File: config.mk
export PLATFORM = sky130hd
export DESIGN_NAME = date_advance_days_or_months
export DESIGN_NICKNAME = d
export VERILOG_FILES = /design/src/dadm_pkg.sv /design/src/dadm_cdiv.sv /design/src/date_advance_days_or_months.sv
export SDC_FILE = /design/constraint.sdc
export NUM_CORES = 1
export LEC_CHECK = 0
export ABC_AREA = 1
export BUFFER_PORTS_ARGS = -buffer_cell sky130_fd_sc_hd__buf_2
export CAP_MARGIN = 20
export CORE_ASPECT_RATIO = 1.75
export CORE_MARGIN = 1.5
export CORE_UTILIZATION = 56
export CTS_BUF_LIST = sky130_fd_sc_hd__clkbuf_4
export CTS_CLUSTER_SIZE = 12
export DETAILED_ROUTE_END_ITERATION = 10
export HOLD_SLACK_MARGIN = 0.02
export PLACE_DENSITY = 0.71
export SLEW_MARGIN = 5
export SYNTH_ARGS = -nofsm -noshare
export SYNTH_HDL_FRONTEND = slang
export SYNTH_HIERARCHICAL = 1
export SYNTH_SLANG_ARGS = --single-unit
File: constraint.sdc
create_clock -name clk -period 10.3 [get_ports clk]
set_clock_uncertainty 0.05 [all_clocks]
set_input_delay 1.03 -clock clk [delete_from_list [all_inputs] [get_ports clk]]
set_output_delay 1.03 -clock clk [all_outputs]
set_load 0.02 [all_outputs]
File: src/dadm_pkg.sv
// ----------------------------------------------------------------------------
// Date advance package
// Widths, calendar constants, divider handshake types and month length.
// ----------------------------------------------------------------------------
package dadm_pkg;

	localparam int unsigned MAX_YEAR = 9999;

	localparam int unsigned YEAR_W  = 14;
	localparam int unsigned MONTH_W = 4;
	localparam int unsigned DAY_W   = 5;
	localparam int unsigned TERM_W  = 16;

	// internal year and divider widths
	localparam int unsigned YEAR_IW = 17;
	localparam int unsigned DIV_W   = 17;
	localparam int unsigned REM_W   = 9;
	localparam int unsigned QUO_W   = 14;
	localparam int unsigned MUL_W   = 16;
	localparam int unsigned PROD_W  = 2 * MUL_W;

	// x / 12 as ((x >> 2) * ceil(2^17 / 3)) >> 17
	localparam int unsigned      PRE12_SH    = 2;
	localparam logic [MUL_W-1:0] RECIP12     = 16'hAAAB;
	localparam int unsigned      RECIP12_SH  = 17;
	// x / 400 as ((x >> 4) * ceil(2^15 / 25)) >> 15
	localparam int unsigned      PRE400_SH   = 4;
	localparam logic [MUL_W-1:0] RECIP400    = 16'd1311;
	localparam int unsigned      RECIP400_SH = 15;

	localparam int unsigned MONTHS   = 12;
	localparam int unsigned YEAR_DIV = 400;

	localparam logic MAX_LEAP = ((MAX_YEAR % 400) == 0) ||
		(((MAX_YEAR % 4) == 0) && ((MAX_YEAR % 100) != 0));

	typedef struct packed {
		logic              start;
		logic              div12;
		logic [DIV_W-1:0]  dividend;
	} cdiv_req_t;

	typedef struct packed {
		logic              done;
		logic [QUO_W-1:0]  quot;
		logic [REM_W-1:0]  rem;
	} cdiv_rsp_t;

	function automatic logic leap_of_mod(input logic [REM_W-1:0] r);
		return (r[1:0] == 2'b00) && (r != REM_W'(100)) && (r != REM_W'(200)) &&
			(r != REM_W'(300));
	endfunction

	function automatic logic [DAY_W-1:0] month_len(input logic [MONTH_W-1:0] m,
		input logic leap);
		logic [DAY_W-1:0] len;
		case (m)
			MONTH_W'(2): len = leap ? DAY_W'(29) : DAY_W'(28);
			MONTH_W'(4), MONTH_W'(6), MONTH_W'(9), MONTH_W'(11): len = DAY_W'(30);
			default: len = DAY_W'(31);
		endcase
		return len;
	endfunction

endpackage

File: src/dadm_cdiv.sv
// ----------------------------------------------------------------------------
// Date advance constant divider
// Divide by 12 or by 400 through a reciprocal multiply, then a remainder
// from the back-multiplied quotient; start passes quo_go_q, rem_go_q and done_q.
// ----------------------------------------------------------------------------
module dadm_cdiv
	import dadm_pkg::*;
(
	input  logic      clk,
	input  logic      arst_n,
	input  cdiv_req_t req,
	output cdiv_rsp_t rsp
);

	logic              sel_q;
	logic              quo_go_q;
	logic              rem_go_q;
	logic              done_q;
	logic [DIV_W-1:0]  arg_q;
	logic [QUO_W-1:0]  quo_q;
	logic [REM_W-1:0]  rem_q;
	logic [MUL_W-1:0]  mul_a;
	logic [MUL_W-1:0]  mul_b;
	logic [PROD_W-1:0] prod;
	logic [QUO_W-1:0]  quo;
	logic [DIV_W-1:0]  back;

	assign mul_a = sel_q ? MUL_W'(arg_q >> PRE12_SH) : MUL_W'(arg_q >> PRE400_SH);
	assign mul_b = sel_q ? RECIP12 : RECIP400;
	assign prod  = PROD_W'(mul_a) * PROD_W'(mul_b);
	assign quo   = sel_q ? QUO_W'(prod >> RECIP12_SH) : QUO_W'(prod >> RECIP400_SH);
	assign back  = sel_q ? (DIV_W'(quo_q) * DIV_W'(MONTHS)) :
		(DIV_W'(quo_q) * DIV_W'(YEAR_DIV));

	always_ff @(posedge clk or negedge arst_n) begin
		if (!arst_n) begin
			sel_q    <= 1'b0;
			quo_go_q <= 1'b0;
			rem_go_q <= 1'b0;
			done_q   <= 1'b0;
		end else begin
			quo_go_q <= req.start;
			rem_go_q <= quo_go_q;
			done_q   <= rem_go_q;
			if (req.start) begin
				sel_q <= req.div12;
			end
		end
	end

	always_ff @(posedge clk) begin
		if (req.start) begin
			arg_q <= req.dividend;
		end
		if (quo_go_q) begin
			quo_q <= quo;
		end
		if (rem_go_q) begin
			rem_q <= REM_W'(arg_q - back);
		end
	end

	assign rsp.done = done_q;
	assign rsp.quot = quo_q;
	assign rsp.rem  = rem_q;

endmodule

File: src/date_advance_days_or_months.sv
// ----------------------------------------------------------------------------
// Gregorian date advance by days or months
// Input channel in_valid/in_stall carries op, start_year, start_month,
// start_day and term_count; a transaction is taken when in_valid is high
// and in_stall is low. in_stall stays high while one transaction is worked
// on. Output channel out_valid/out_stall returns one result per input
// transaction from an output register; a new input transaction can start
// while the previous result still waits on out_stall.
// Day mode runs a year mod 400 in the reciprocal divider, then a day loop
// that steps one month per cycle through a single subtract-compare.
// Month mode runs a year mod 400, a divide by 12 and a second year mod
// 400 in the shared reciprocal divider; a month-mode result past the last
// year skips the second year mod 400.
// The next transaction is taken the cycle after a result is loaded. While
// out_stall holds a result, a finished transaction waits and in_stall stays
// high.
// Reset clears the sequencer and out_valid; no result is pending after it.
// A result that runs past the last year saturates and sets year_overflow.
// ----------------------------------------------------------------------------
module date_advance_days_or_months
	import dadm_pkg::*;
(
	input  logic               clk,
	input  logic               arst_n,
	input  logic               in_valid,
	output logic               in_stall,
	input  logic               op,
	input  logic [YEAR_W-1:0]  start_year,
	input  logic [MONTH_W-1:0] start_month,
	input  logic [DAY_W-1:0]   start_day,
	input  logic [TERM_W-1:0]  term_count,
	output logic               out_valid,
	input  logic               out_stall,
	output logic [YEAR_W-1:0]  end_year,
	output logic [MONTH_W-1:0] end_month,
	output logic [DAY_W-1:0]   end_day,
	output logic               end_is_leap,
	output logic               year_overflow
);

	typedef enum logic [2:0] {
		ST_IDLE,
		ST_SDIV,
		ST_DAY,
		ST_MDIV,
		ST_EDIV,
		ST_DONE
	} state_t;

	state_t              state_q;
	logic                op_q;
	logic                ovf_q;
	logic                out_valid_q;
	logic [YEAR_IW-1:0]  y_q;
	logic [MONTH_W-1:0]  m_q;
	logic [DAY_W-1:0]    d_q;
	logic [REM_W-1:0]    ymod_q;
	logic [TERM_W-1:0]   rem_q;

	cdiv_req_t           dreq;
	cdiv_rsp_t           drsp;

	logic                accept;
	logic                out_load;
	logic [YEAR_IW-1:0]  y_in;
	logic [MONTH_W-1:0]  m_in;
	logic [DAY_W-1:0]    d_in;
	logic [DIV_W-1:0]    total;
	logic [YEAR_IW:0]    y_sum;
	logic [DAY_W-1:0]    len_div;
	logic [DAY_W-1:0]    len_cur;
	logic [DAY_W-1:0]    left;
	logic                cur_leap;

	assign accept   = in_valid && !in_stall;
	assign in_stall = (state_q != ST_IDLE);
	assign out_load = (state_q == ST_DONE) && (!out_valid_q || !out_stall);

	always_comb begin
		if (start_year == '0) begin
			y_in = YEAR_IW'(1);
		end else if (YEAR_IW'(start_year) > YEAR_IW'(MAX_YEAR)) begin
			y_in = YEAR_IW'(MAX_YEAR);
		end else begin
			y_in = YEAR_IW'(start_year);
		end
		if (start_month == '0) begin
			m_in = MONTH_W'(1);
		end else if (start_month > MONTH_W'(MONTHS)) begin
			m_in = MONTH_W'(MONTHS);
		end else begin
			m_in = start_month;
		end
		d_in = (start_day == '0) ? DAY_W'(1) : start_day;
	end

	assign total    = DIV_W'(m_q - MONTH_W'(1)) + DIV_W'(rem_q);
	assign y_sum    = (YEAR_IW + 1)'(y_q) + (YEAR_IW + 1)'(drsp.quot);
	assign len_div  = month_len(m_q, leap_of_mod(drsp.rem));
	assign cur_leap = leap_of_mod(ymod_q);
	assign len_cur  = month_len(m_q, cur_leap);
	assign left     = len_cur - d_q;

	always_comb begin
		dreq.start    = 1'b0;
		dreq.div12    = 1'b0;
		dreq.dividend = DIV_W'(y_q);
		case (state_q)
			ST_IDLE: begin
				dreq.start    = accept;
				dreq.dividend = DIV_W'(y_in);
			end
			ST_SDIV: begin
				dreq.start    = drsp.done && op_q;
				dreq.div12    = 1'b1;
				dreq.dividend = total;
			end
			ST_MDIV: begin
				dreq.start    = drsp.done && (y_sum <= (YEAR_IW + 1)'(MAX_YEAR));
				dreq.dividend = DIV_W'(y_sum);
			end
			default: begin
				dreq.start = 1'b0;
			end
		endcase
	end

	dadm_cdiv u_cdiv (
		.clk    (clk),
		.arst_n (arst_n),
		.req    (dreq),
		.rsp    (drsp)
	);

	always_ff @(posedge clk or negedge arst_n) begin
		if (!arst_n) begin
			state_q     <= ST_IDLE;
			out_valid_q <= 1'b0;
			ovf_q       <= 1'b0;
			op_q        <= 1'b0;
		end else begin
			if (out_load) begin
				out_valid_q <= 1'b1;
			end else if (out_valid_q && !out_stall) begin
				out_valid_q <= 1'b0;
			end
			case (state_q)
				ST_IDLE: begin
					if (accept) begin
						op_q    <= op;
						ovf_q   <= 1'b0;
						state_q <= ST_SDIV;
					end
				end
				ST_SDIV: begin
					if (drsp.done) begin
						state_q <= op_q ? ST_MDIV : ST_DAY;
					end
				end
				ST_DAY: begin
					if (rem_q <= TERM_W'(left)) begin
						state_q <= ST_DONE;
					end else if ((m_q == MONTH_W'(MONTHS)) &&
						(y_q == YEAR_IW'(MAX_YEAR))) begin
						ovf_q   <= 1'b1;
						state_q <= ST_DONE;
					end
				end
				ST_MDIV: begin
					if (drsp.done) begin
						if (y_sum > (YEAR_IW + 1)'(MAX_YEAR)) begin
							ovf_q   <= 1'b1;
							state_q <= ST_DONE;
						end else begin
							state_q <= ST_EDIV;
						end
					end
				end
				ST_EDIV: begin
					if (drsp.done) begin
						state_q <= ST_DONE;
					end
				end
				ST_DONE: begin
					if (out_load) begin
						state_q <= ST_IDLE;
					end
				end
				default: begin
					state_q <= ST_IDLE;
				end
			endcase
		end
	end

	always_ff @(posedge clk) begin
		case (state_q)
			ST_IDLE: begin
				if (accept) begin
					y_q   <= y_in;
					m_q   <= m_in;
					d_q   <= d_in;
					rem_q <= term_count;
				end
			end
			ST_SDIV, ST_EDIV: begin
				if (drsp.done) begin
					ymod_q <= drsp.rem;
					if (d_q > len_div) begin
						d_q <= len_div;
					end
				end
			end
			ST_DAY: begin
				if (rem_q <= TERM_W'(left)) begin
					d_q   <= d_q + rem_q[DAY_W-1:0];
					rem_q <= '0;
				end else begin
					rem_q <= rem_q - TERM_W'(left) - TERM_W'(1);
					d_q   <= DAY_W'(1);
					if (m_q == MONTH_W'(MONTHS)) begin
						m_q    <= MONTH_W'(1);
						y_q    <= y_q + YEAR_IW'(1);
						ymod_q <= (ymod_q == REM_W'(YEAR_DIV - 1)) ? '0 :
							ymod_q + REM_W'(1);
					end else begin
						m_q <= m_q + MONTH_W'(1);
					end
				end
			end
			ST_MDIV: begin
				if (drsp.done) begin
					m_q <= MONTH_W'(drsp.rem) + MONTH_W'(1);
					y_q <= y_sum[YEAR_IW-1:0];
				end
			end
			default: begin
				y_q <= y_q;
			end
		endcase
	end

	always_ff @(posedge clk) begin
		if (out_load) begin
			if (ovf_q) begin
				end_year      <= YEAR_W'(MAX_YEAR);
				end_month     <= MONTH_W'(MONTHS);
				end_day       <= DAY_W'(31);
				end_is_leap   <= MAX_LEAP;
				year_overflow <= 1'b1;
			end else begin
				end_year      <= y_q[YEAR_W-1:0];
				end_month     <= m_q;
				end_day       <= d_q;
				end_is_leap   <= cur_leap;
				year_overflow <= 1'b0;
			end
		end
	end

	assign out_valid = out_valid_q;

endmodule

==> impl_metrics.toml <==
[global_route]
grt_pass1_vias = 14100
grtUsageTotal = 0.326
antenna_found_initial = 1
grt_max_degree = 33
grt_pass1_wl_um = 69900
overflow = 0

[finish]
multi_input_comb_area_mm2 = 0.0101
nFillCells = 2532
syn_to_final_growth_pct = 6.43
fin_cells = 2391
drive_gt1_frac = 0.0797
nets = 2347
register_area_mm2 = 0.00373
final_area_mm2 = 0.0163

[flow_run]
cap_viol_max_count = 0

[critical_path]
critical_path_buf_inv_count = 7
crit_path_end_kind = "register"
cp_slowest_cell = "dfrtp_1"
required_ns = 10.62
critPathKind = "register to register"
path_depth = 26
crit_path_frequent_cell = "nand2_1"
critPathArrivalTime_ns = 7.63
rr_worst_depth = 26
path_max_fanout = 26
path_delay_family = "adder cells"
crit_path_start_kind = "register"
slowest_delay_ns = 0.74

[place]
place_inst = 2358
port_buffers = 70
dp_hpwl_um = 38000
place_congestion = 0.972
dpl_cell_area_mm2 = 0.0161

[yosys]
synthArstFlopShare = 0.0794
synth-seq-cells = 126
netlist_top_cells_area = "edfxtp_1 23%, fa_1 16%, ha_1 14%"
yosysMostFrequentCell = "nand2_1"
synthFlopType = "edfxtp_1"
syn-cell-area_mm2 = 0.0153
synth_top_area_frac = 0.227
synth_top_family_by_area = "adder cells"
synthXorXnorAreaFrac = 0.0234
synth_commonest_cells = "429 x nand2_1, 364 x inv_1, 170 x ha_1"
synth_adder_area_share = 0.302
synthMuxAreaShare = 0.00204
synth_edf_count = 116
synth-seq-area-share = 0.243
synth_simple_gate_area_share = 0.233
yosys_warnings = 6
avgSynthCellArea_um2 = 7.93
synth_top_cell_by_area = "edfxtp_1"
yosysUniqueCellTypes = 63
synth_compound_area_frac = 0.0933
netlist_instances = 1933

[status]
status = "completed"

[clocking]
clk_pin_slew_worst_paths_ns = 0.15
clock_sinks = 126
tritoncts = "yes"
clock_path_buffers = 2
cts_max_level = 4
cts_root_buf = "clkbuf_4"
cts_setup_buffers = 0
cts_resized = 0
hold_buffers = 0
numCtsBuffers = 17
clk_latency_ns = 0.63

[sta]
worst_pin_slew_ns = 0.890
slew_violations = 0
period_needed_ns = 7.31
hold_viol = 0
max_clock_freq_mhz = 137
fin_tns_setup_ns = 0
holdWs_ns = 0.222
grt_setup_unrepaired = "false"
relSlewSlack = 0.406
setup_viol = 0
fin_crit_sh = 0.709

[route]
post-route-drc-count = 0
drt_iter0_markers = 746
ant_nets = 0
drt_pass1_iterations = 5
avgViaCountPerCell = 5.60
totalWireLength_um = 44500
vias = 13400
routedWlPerCell_um = 18.6

[floorplanning]
io_pins = 71
die_x_um = 128
initial_core_util = 0.565
die_h_um = 222
placement_rows = 80
core_mm2 = 0.0271
dieArea_mm2 = 0.0284

[worst_hold_path]
min_path_type = "input pin to asynchronous set/reset pin"
==> state kept, by name, summed over array words and instances (netlist names), 5 cells and up <==
| register | count |
|---|---|
| end_year | 14 |
| ymod_q | 9 |
| y_q | 17 |
| u_cdiv/quo_q | 14 |
| rem_q | 16 |
| u_cdiv/arg_q | 17 |
| end_day | 5 |
| u_cdiv/rem_q | 9 |
| d_q | 5 |
==> cell type report <==
cell class	instances	share of cell area
timing repair buffer	75	0.0238
inverter	373	0.0858
sequential	126	0.229
multi-input combinational	1415	0.618
antenna	1	0.000153
clock inverter	14	0.00698
clock buffer	18	0.00828
tap	369	0.0283
==> cell usage in the layout, fill, tap and decap left out, types with 6 or more instances in the layout <==
cell / netlist / final
nand2_1: 429 / 429
inv_1: 364 / 364
ha_1: 170 / 170
nor2_1: 149 / 149
nand3_1: 132 / 132
fa_1: 125 / 125
edfxtp_1: 116 / 116
a21oi_1: 88 / 87
o21ai_0: 79 / 79
buf_2: 8 / 70
nand4_1: 32 / 32
xor2_1: 29 / 29
clkbuf_4: 0 / 18
conb_1: 2 / 16
o211ai_1: 14 / 14
xnor2_1: 12 / 12
o21ai_1: 11 / 11
nor3_1: 10 / 10
dfrtp_1: 10 / 10
nand2_2: 9 / 9
or2_2: 9 / 9
inv_2: 8 / 8
a21o_1: 8 / 8
nand3b_1: 7 / 7
nor2_4: 6 / 6
and2_1: 6 / 6
o21bai_1: 6 / 6
==> per-stage QoR <==
stage          setup WS, ns  utilization
2_1_floorplan          4.42            -
3_3_place_gp           3.21        0.592
3_5_place_dp           3.13        0.592
4_1_cts                3.09        0.602
5_1_grt                2.71        0.602
6_report               2.99        0.602
==> worst paths after layout <==
| check | from | endpoint | slack (ns) |
|---|---|---|---|
| worst max-delay path | u_cdiv/sel_q | u_cdiv/quo_q[13] | 2.99 |
| worst min-delay path | arst_n | u_cdiv/rem_go_q | 0.22 |
| worst max register to register | u_cdiv/sel_q | u_cdiv/quo_q[13] | 2.99 |
| worst min register to register | u_cdiv/arg_q[0] | u_cdiv/rem_q[0] | 0.38 |
| max in group asynchronous | arst_n | u_cdiv/quo_go_q | 9.70 |
| min in group clk | u_cdiv/arg_q[0] | u_cdiv/rem_q[0] | 0.38 |
==> kinds of logic after synthesis <==
family / count (synthesis)
other: 2
XOR/XNOR: 41
multiplexers: 3
AND/OR/NAND/NOR: 814
adder cells (fa/ha/maj): 295
buffers and inverters: 406
flip-flops: 126
AO/OA/AOI/OAI: 246
==> layer usage <==
layer	vias to the layer above	part of all wire	track usage
li1	6417	-	-
met3	207	0.034	0.0430
met5	-	0	0
met1	6331	0.32	0.291
met2	423	0.56	0.634
met4	0	0.091	0.254
Power is left out: the tool's default activity adds up to more than one toggle a clock period on the data nets, which glitch-free logic cannot reach.
